[src/design/cslt_pkg.sv]
`timescale 1ns / 1ps
// ----------------------------------------------------------------------------
// cslt_pkg
// Shared types, character codes and classifiers for the comment stripper.
// ----------------------------------------------------------------------------
package cslt_pkg;

	localparam logic [15:0] CH_SEMI   = 16'h003B;
	localparam logic [15:0] CH_DASH   = 16'h002D;
	localparam logic [15:0] CH_BSLASH = 16'h005C;
	localparam logic [15:0] CH_DQUOTE = 16'h0022;
	localparam logic [15:0] CH_SQUOTE = 16'h0027;

	localparam logic [1:0] MODE_CODE    = 2'd0;
	localparam logic [1:0] MODE_COMMENT = 2'd1;
	localparam logic [1:0] MODE_STRING  = 2'd2;

	// queue entry between front and back: one raw unit or a line end
	typedef struct packed {
		logic [15:0] unit;
		logic        eol;
	} cslt_beat_t;

	function automatic logic is_space(input logic [15:0] c);
		return (c == 16'h0020) || (c >= 16'h0009 && c <= 16'h000D);
	endfunction

	function automatic logic is_quote(input logic [15:0] c);
		return (c == CH_DQUOTE) || (c == CH_SQUOTE);
	endfunction

	function automatic logic is_symbol(input logic [15:0] c);
		logic r;
		r = 1'b0;
		case (c)
			16'h24, 16'h21, 16'h2D, 16'h2B, 16'h2F, 16'h2A, 16'h3D, 16'h5C,
			16'h5B, 16'h7B, 16'h2E, 16'h3A, 16'h3F, 16'h28, 16'h7C, 16'h5E,
			16'h26, 16'h25, 16'h3C, 16'h2C, 16'h7E, 16'h40: r = 1'b1;
			default: r = 1'b0;
		endcase
		return r;
	endfunction

endpackage

[src/design/comment_strip_line_terminator_core.sv]
`timescale 1ns / 1ps
// ----------------------------------------------------------------------------
// comment_strip_line_terminator_core
// Strips comments from 16-bit source lines and appends a ';' terminator unless
// the line ends in a symbol.
// A line is taken one unit a beat through a four-beat queue into the line
// store. Once the line-end beat leaves the queue, ST_PRIME0 and ST_PRIME1
// prime the store read, ST_SCAN steps through the stored units (stopping
// early when a ';' ends the code), ST_DECIDE decides and, for a kept line,
// ST_EMIT_LD loads the first beat; an empty line goes straight to ST_DECIDE.
// Results then stream one a beat while out_stall is low. Nothing leaves the
// queue during scan and output, so in_stall rises once four beats wait.
module comment_strip_line_terminator_core import cslt_pkg::*; #(
	parameter int LINE_MAX = 60
) (
	input  logic        clk,
	input  logic        arst_n,
	input  logic        in_valid,
	output logic        in_stall,
	input  logic [15:0] code_unit,
	input  logic        line_end,
	output logic        out_valid,
	input  logic        out_stall,
	output logic [15:0] out_unit,
	output logic        empty_line,
	output logic        overflow,
	output logic        last
);
	cslt_beat_t q_in, q_out;
	logic q_full, q_ne, q_pop;

	assign q_in     = '{unit: code_unit, eol: line_end};
	assign in_stall = q_full;

	// front queue
	cslt_queue u_queue (
		.clk(clk), .arst_n(arst_n),
		.wr_en(in_valid && !q_full), .wr_data(q_in), .full(q_full),
		.rd_en(q_pop), .rd_data(q_out), .not_empty(q_ne)
	);

	// line processor
	cslt_back #(.LINE_MAX(LINE_MAX)) u_back (
		.clk(clk), .arst_n(arst_n),
		.q_valid(q_ne), .q_data(q_out), .q_pop(q_pop),
		.valid(out_valid), .stall(out_stall),
		.out_unit(out_unit), .empty_line(empty_line),
		.overflow(overflow), .last(last)
	);
endmodule

[src/design/cslt_queue.sv]
`timescale 1ns / 1ps
// ----------------------------------------------------------------------------
// cslt_queue
// Small fifo decoupling the input front from the line processor.
// ----------------------------------------------------------------------------
module cslt_queue import cslt_pkg::*; (
	input  logic       clk,
	input  logic       arst_n,
	input  logic       wr_en,
	input  cslt_beat_t wr_data,
	output logic       full,
	input  logic       rd_en,
	output cslt_beat_t rd_data,
	output logic       not_empty
);
	cslt_beat_t  mem_q [4];
	logic [1:0]  wp_q, rp_q;
	logic [2:0]  cnt_q;

	assign full      = (cnt_q == 3'd4);
	assign not_empty = (cnt_q != 3'd0);
	assign rd_data   = mem_q[rp_q];

	// payload storage
	always_ff @(posedge clk) begin
		if (wr_en) mem_q[wp_q] <= wr_data;
	end

	// pointers and fill
	always_ff @(posedge clk or negedge arst_n) begin
		if (!arst_n) begin
			wp_q  <= '0;
			rp_q  <= '0;
			cnt_q <= '0;
		end else begin
			if (wr_en) wp_q <= wp_q + 2'd1;
			if (rd_en) rp_q <= rp_q + 2'd1;
			cnt_q <= cnt_q + {2'b0, wr_en} - {2'b0, rd_en};
		end
	end
endmodule

[src/design/cslt_back.sv]
`timescale 1ns / 1ps
// ----------------------------------------------------------------------------
// cslt_back
// Line processor: stores raw units, scans at line end, streams the result.
// ----------------------------------------------------------------------------
module cslt_back import cslt_pkg::*; #(
	parameter int LINE_MAX = 60
) (
	input  logic        clk,
	input  logic        arst_n,
	input  logic        q_valid,
	input  cslt_beat_t  q_data,
	output logic        q_pop,
	output logic        valid,
	input  logic        stall,
	output logic [15:0] out_unit,
	output logic        empty_line,
	output logic        overflow,
	output logic        last
);
	localparam int AW = $clog2(LINE_MAX + 1);
	localparam int RW = $clog2(LINE_MAX);

	typedef enum logic [2:0] {ST_COLLECT, ST_PRIME0, ST_PRIME1, ST_SCAN, ST_DECIDE,
		ST_EMIT_LD, ST_EMIT} state_t;

	state_t        state_q;
	logic [15:0]   raw_q   [LINE_MAX];
	logic [15:0]   clean_q [LINE_MAX + 1];
	logic [AW-1:0] len_q, idx_q, ra_q, clen_q, oidx_q;
	logic [1:0]    mode_q;
	logic          esc_q, ovf_q, ov_line_q, first_semi_q;
	logic [15:0]   lastvis_q;
	logic [15:0]   cur_q, rd_q;
	logic [15:0]   cl_rd_q;

	// per unit scan decision; rd_q holds the unit after cur_q
	logic          has_next, has_two, emit_c, stop;
	logic [1:0]    mode_n;
	logic          esc_n;
	always_comb begin
		has_next = ({1'b0, idx_q} + 1'b1) < {1'b0, len_q};
		has_two  = ({1'b0, idx_q} + 2'd2) < {1'b0, len_q};
		emit_c   = 1'b0;
		stop     = 1'b0;
		mode_n   = mode_q;
		esc_n    = esc_q;
		if (esc_q) begin
			emit_c = 1'b1;
			esc_n  = 1'b0;
		end else if (mode_q == MODE_COMMENT) begin
			if (cur_q == CH_BSLASH) esc_n = 1'b1;
			else if (cur_q == CH_DASH && has_next && rd_q == CH_SEMI) mode_n = MODE_CODE;
		end else if (mode_q == MODE_STRING) begin
			if (cur_q == CH_BSLASH && has_two) esc_n = 1'b1;
			else if (is_quote(cur_q)) mode_n = MODE_CODE;
			emit_c = 1'b1;
		end else begin
			if (is_quote(cur_q)) begin
				mode_n = MODE_STRING;
				emit_c = 1'b1;
			end else if (cur_q == CH_SEMI) begin
				if (has_next && rd_q == CH_DASH) mode_n = MODE_COMMENT;
				else stop = 1'b1;
			end else begin
				emit_c = 1'b1;
			end
		end
	end

	// line survives unless it ends in a comment, is empty or is a lone ';'
	logic keep_line;
	assign keep_line = (mode_q != MODE_COMMENT) && (clen_q != '0) &&
		!(clen_q == AW'(1) && first_semi_q);

	// read addresses; the clean store read runs one unit ahead of the output
	logic          out_take;
	logic [RW-1:0] raw_ra;
	logic [AW-1:0] cl_next, cl_ra;
	assign out_take = (state_q == ST_EMIT) && !stall && !last;
	assign raw_ra   = (ra_q < AW'(LINE_MAX)) ? ra_q[RW-1:0] : '0;
	assign cl_next  = out_take ? oidx_q + AW'(1) : oidx_q;
	assign cl_ra    = (cl_next <= AW'(LINE_MAX)) ? cl_next : '0;

	assign q_pop = q_valid && (state_q == ST_COLLECT);

	// raw and clean line stores
	always_ff @(posedge clk) begin
		if (q_pop && !q_data.eol && len_q < AW'(LINE_MAX))
			raw_q[len_q[RW-1:0]] <= q_data.unit;
		rd_q    <= raw_q[raw_ra];
		cl_rd_q <= clean_q[cl_ra];
		if (state_q == ST_SCAN && emit_c) clean_q[clen_q] <= cur_q;
		if (state_q == ST_DECIDE && keep_line && !is_symbol(lastvis_q))
			clean_q[clen_q] <= CH_SEMI;
	end

	// sequencer
	always_ff @(posedge clk or negedge arst_n) begin
		if (!arst_n) begin
			state_q      <= ST_COLLECT;
			len_q        <= '0;
			idx_q        <= '0;
			ra_q         <= '0;
			clen_q       <= '0;
			oidx_q       <= '0;
			mode_q       <= MODE_CODE;
			esc_q        <= 1'b0;
			ovf_q        <= 1'b0;
			ov_line_q    <= 1'b0;
			first_semi_q <= 1'b0;
			lastvis_q    <= '0;
			cur_q        <= '0;
			valid        <= 1'b0;
			out_unit     <= '0;
			empty_line   <= 1'b0;
			overflow     <= 1'b0;
			last         <= 1'b0;
		end else begin
			unique case (state_q)
				ST_COLLECT: begin
					if (q_pop) begin
						if (q_data.eol) begin
							ov_line_q    <= ovf_q;
							ovf_q        <= 1'b0;
							idx_q        <= '0;
							ra_q         <= '0;
							clen_q       <= '0;
							oidx_q       <= '0;
							first_semi_q <= 1'b0;
							state_q      <= (len_q == '0) ? ST_DECIDE : ST_PRIME0;
						end else if (len_q < AW'(LINE_MAX)) begin
							len_q <= len_q + AW'(1);
						end else begin
							ovf_q <= 1'b1;
						end
					end
				end
				// first unit read in flight
				ST_PRIME0: begin
					ra_q    <= ra_q + AW'(1);
					state_q <= ST_PRIME1;
				end
				// first unit lands, its successor read in flight
				ST_PRIME1: begin
					cur_q   <= rd_q;
					ra_q    <= ra_q + AW'(1);
					state_q <= ST_SCAN;
				end
				// one stored unit a cycle
				ST_SCAN: begin
					if (!is_space(cur_q)) lastvis_q <= cur_q;
					mode_q <= mode_n;
					esc_q  <= esc_n;
					if (emit_c) begin
						clen_q <= clen_q + AW'(1);
						if (clen_q == '0) first_semi_q <= (cur_q == CH_SEMI);
					end
					cur_q <= rd_q;
					ra_q  <= ra_q + AW'(1);
					idx_q <= idx_q + AW'(1);
					if (stop || !has_next) state_q <= ST_DECIDE;
				end
				// empty line or terminator append; clean store read of unit 0
				ST_DECIDE: begin
					len_q <= '0;
					if (!keep_line) begin
						valid      <= 1'b1;
						out_unit   <= '0;
						empty_line <= 1'b1;
						overflow   <= ov_line_q;
						last       <= 1'b1;
						state_q    <= ST_EMIT;
					end else begin
						if (!is_symbol(lastvis_q)) clen_q <= clen_q + AW'(1);
						oidx_q  <= oidx_q + AW'(1);
						state_q <= ST_EMIT_LD;
					end
				end
				// first output beat
				ST_EMIT_LD: begin
					valid      <= 1'b1;
					out_unit   <= cl_rd_q;
					empty_line <= 1'b0;
					overflow   <= ov_line_q;
					last       <= (oidx_q == clen_q);
					state_q    <= ST_EMIT;
				end
				// stream the rest, one beat per accept
				ST_EMIT: begin
					if (!stall) begin
						if (last) begin
							valid   <= 1'b0;
							state_q <= ST_COLLECT;
						end else begin
							out_unit <= cl_rd_q;
							last     <= (oidx_q + AW'(1) == clen_q);
							oidx_q   <= oidx_q + AW'(1);
						end
					end
				end
				default: state_q <= ST_COLLECT;
			endcase
		end
	end
endmodule

[config.mk]
export PLATFORM = sky130hd
export DESIGN_NAME = comment_strip_line_terminator_core
export DESIGN_NICKNAME = d
export VERILOG_FILES = /design/src/design/cslt_pkg.sv /design/src/design/comment_strip_line_terminator_core.sv /design/src/design/cslt_queue.sv /design/src/design/cslt_back.sv
export SDC_FILE = /design/constraint.sdc
export NUM_CORES = 2
export LEC_CHECK = 0
export BUFFER_PORTS_ARGS = -buffer_cell sky130_fd_sc_hd__clkbuf_2
export CORE_UTILIZATION = 60
export CTS_BUF_LIST = sky130_fd_sc_hd__clkbuf_2
export DETAILED_ROUTE_END_ITERATION = 8
export GPL_ROUTABILITY_DRIVEN = 0
export PLACE_DENSITY_LB_ADDON = 0.05
export SYNTH_ARGS = -nofsm -noshare
export SYNTH_HDL_FRONTEND = slang
export SYNTH_SLANG_ARGS = --single-unit
[constraint.sdc]
create_clock -name clk -period 3.8 [get_ports clk]
set_input_delay 0.95 -clock clk [delete_from_list [all_inputs] [get_ports clk]]
set_output_delay 0.95 -clock clk [all_outputs]
set_load 0.01 [all_outputs]
==> metrics.md <==
| Metric | Value |
|---|---|
| Yosys warns | `0` |
| Vias per cell | `6.25` |
| Share of post-route cells with drive strength above 1 | `27.1%` |
| DR iter-0 viols | `5533` |
| Synth area leader | `edfxtp_1` |
| CTS max path bufs | `4` |
| Die W | `376 um` |
| Buffers plus inverters on the worst setup path | `4` |
| Top FF cell, synth | `edfxtp_1` |
| EDFF count, synth | `2004` |
| I/O Pins | `42` |
| Worst Tran Pin Value | `1.24 ns` |
| Worst Path Arrival | `5.35 ns` |
| CTS buffer count | `542` |
| Max incr delay on CP | `0.73 ns` |
| HPWL Detailed | `136000 um` |
| Max Cap Viol | `0` |
| Fin. Hold Viols | `0` |
| Filler Cell Count | `9551` |
| Worst Skew | `0.101 ns` |
| Initial antenna violation count | `4` |
| GR Overflow Total | `0` |
| Relative slew slack | `17.0%` |
| Netlist Area Pre-Place | `84000 um^2` |
| Top cells by count, synth | `edfxtp_1, nand2_1, nor2_1` |
| Post-DR wirelength/cell | `27.6 um` |
| Tot Pwr | `70.4 mW` |
| TritonCTS clock tree | `built` |
| Tmin final | `3.72 ns` |
| Tot GR Track Use | `31.4%` |
| Nets@finish | `5837` |
| CP top delay family | `compound AO/OA/AOI/OAI gates` |
| Die area | `142000 um^2` |
| Final WL | `221000 um` |
| Register area share after synthesis | `75.3%` |
| Largest net degree at the start of global routing | `133` |
| Unique masters post-synth | `86` |
| DRT Pass-1 Iters | `7` |
| Count leader, synth | `edfxtp_1` |
| Wire length of the first global-routing pass | `323000 um` |
| Vias | `50100` |
| Clock-pin slew on the worst setup and hold paths | `0.11 ns` |
| Vias in the first global route | `50000` |
| Post-synth top area share | `71.6%` |
| Slowest-stage cell, CP | `o41ai_1` |
| Synth area leaders | `edfxtp_1, mux4_2, dfrtp_1` |
| Endpoints failing setup | `0` |
| Syn Nets | `5067` |
| Setup CP Type | `reg -> reg` |
| Cell mode on critical path | `buf_4` |
| Num rows | `136` |
| Placed Area | `89800 um^2` |
| CTS sink count | `2134` |
| Pwr dens | `743 nW/um^2` |
| Antenna Nets Post-Route | `0` |
| Final Cycle Share | `97.8%` |
| Outcome | `finished, final reports clean` |
| Clock root buffer | `clkbuf_2` |
| Crit path max fanout | `17` |
| FFs w/ async S/R, synth | `4.59%` |
| # DRC | `0` |
| Slew Viols, Final | `0` |
| Layout area overhead | `12.7%` |
| Mapped Avg Cell Area | `16.7 um^2` |
| Leakage power | `32.9 nW` |
| Yosys reg bits | `2134` |
| Design Area, Final | `94700 um^2` |
| Hold Path Class | `in -> reg` |
| CP endpoint kind | `flip-flop` |
| H-Tree Depth | `6` |
| Worst VDD drop | `0.000523 V` |
| Initial core utilization | `60.8%` |
| Fmax | `269 MHz` |
| Syn Inst Count | `5020` |
| Port bufs | `41` |
| Clock latency on the worst-skew pair | `1.74 ns` |
| Crit start category | `flip-flop` |
| Core area | `138000 um^2` |
| Worst path required time | `5.43 ns` |
| Reg2reg setup slack | `0.08 ns` |
| Die height | `376 um` |
| Cell breakdown of the critical path | `ha_1 > buf_4 > nor3b_1 > a21oi_1 > or3_1 > o21ai_4 > buf_12 > buf_4 > a211oi_1 > o41ai_1 > buf_4 > a31oi_1 > o22ai_1` |
[through the flow]
stage	hold slack, ns	util, %	worst slack (ns)	TNS, ns	instances
after floorplan	0.417	-	0.296	0	5020
after global routing	0.0887	68.6	-0.0199	-0.0199	8003
after detailed placement	0.470	65.0	-0.351	-1.41	7070
final	0.260	68.6	0.0822	0	8007
after CTS	0.0221	68.5	0.00736	0	7997
after global placement	0.461	65.0	-0.269	-1.44	7070
[cells by family (layout without fill, tap and decap cells)]
kind of cell	after synthesis	count (layout)	share of synthesized area [%]
AOI/OAI and AO/OA	1039	1039	8.91
adders and majority gates	27	27	0.408
other	0	10	0
buffers and inverters	361	1475	1.85
and+or+nand+nor	983	983	5.01
xor gates and xnor gates	42	42	0.447
DFF	2134	2134	75.3
muxes	434	434	8.09
[cell type report]
| cell class | instances | area [um^2] | share of cell area, % |
|---|---|---|---|
| antenna | 10 | 25.0 | 0.0264 |
| clock buffer | 770 | 3850 | 4.07 |
| clock inverter | 118 | 589 | 0.622 |
| inverter | 24 | 90.1 | 0.0951 |
| multi-input combinational | 2525 | 19500 | 20.5 |
| sequential | 2134 | 63300 | 66.8 |
| tap | 1863 | 2330 | 2.46 |
| timing repair buffer | 563 | 5100 | 5.39 |
[per-layer routing]
metal | global-route usage, % | wire, um
met1 | 40.9 | 84300
met2 | 50.8 | 108000
met3 | 6.10 | 17500
met4 | 16.2 | 11100
met5 | 0 | 0
[worst reg2reg max path: cells and delay by family (launching register included)]
kind / cells / cell delay [ns]
compound gates: 6 / 1.51
buf+inv: 4 / 0.77
simple gates: 2 / 0.75
flops: 1 / 0.37
fa+ha+maj: 1 / 0.28
[cell usage in the layout (no fill, tap or decap), types with 86 or more instances in the layout]
master    instances
o22ai_1         124
edfxtp_1       2004
o21ai_0         196
buf_4           415
o221ai_1        148
clkbuf_2        810
a21oi_1         102
clkinv_1         86
mux2i_1         206
dfrtp_1          95
nor2_1          193
mux4_2          193
a211oi_1        102
nand2_1         535
[final timing paths]
path | depth (start not counted) | end | from
min reg2reg | 2 | u_back.out_unit[14] | u_back.out_unit[14]
max in group asynchronous | 4 | u_back.oidx_q[3] | arst_n
min | 4 | u_queue.wp_q[0] | in_valid
max | 13 | u_back.cl_rd_q[0] | u_back.oidx_q[0]
max reg2reg | 13 | u_back.cl_rd_q[0] | u_back.oidx_q[0]
min in group asynchronous | 4 | u_back.lastvis_q[2] | arst_n
[state kept, by name, indices dropped and copies added, names as in the netlist, 2 cells and up]
| register | cells |
|---|---|
| u_queue.cnt_q | 3 |
| u_back.idx_q | 6 |
| u_back.cur_q | 16 |
| u_back.len_q | 6 |
| u_back.state_q | 3 |
| u_back.ra_q | 6 |
| u_queue.rp_q | 2 |
| u_back.clen_q | 6 |
| u_queue.wp_q | 2 |
| u_back.cl_rd_q | 16 |
| u_back.rd_q | 16 |
| u_back.raw_q | 960 |
| u_back.oidx_q | 6 |
| u_queue.mem_q | 68 |
| u_back.mode_q | 2 |
| u_back.out_unit | 16 |
| u_back.clean_q | 976 |
| u_back.lastvis_q | 16 |
[where the power goes]
group	switching [mW]	total, mW	internal [mW]	leakage (nW)
logic	16.2	24.6	8.38	9.87
registers	0.670	31.3	30.6	19.5
clock network	8.75	14.5	5.71	3.52
[what timing repair did]
action | 4_1_cts | 5_1_grt
pin swaps | 0 | 0
hold buffers | 39 | 0
cloned | 0 | 0
setup buffers | 0 | 0
setup endpoints to repair | 1 | 10
resized for setup | 1 | 7
hold endpoints to repair | 210 | 0
Power figures use the tool's default switching activity.
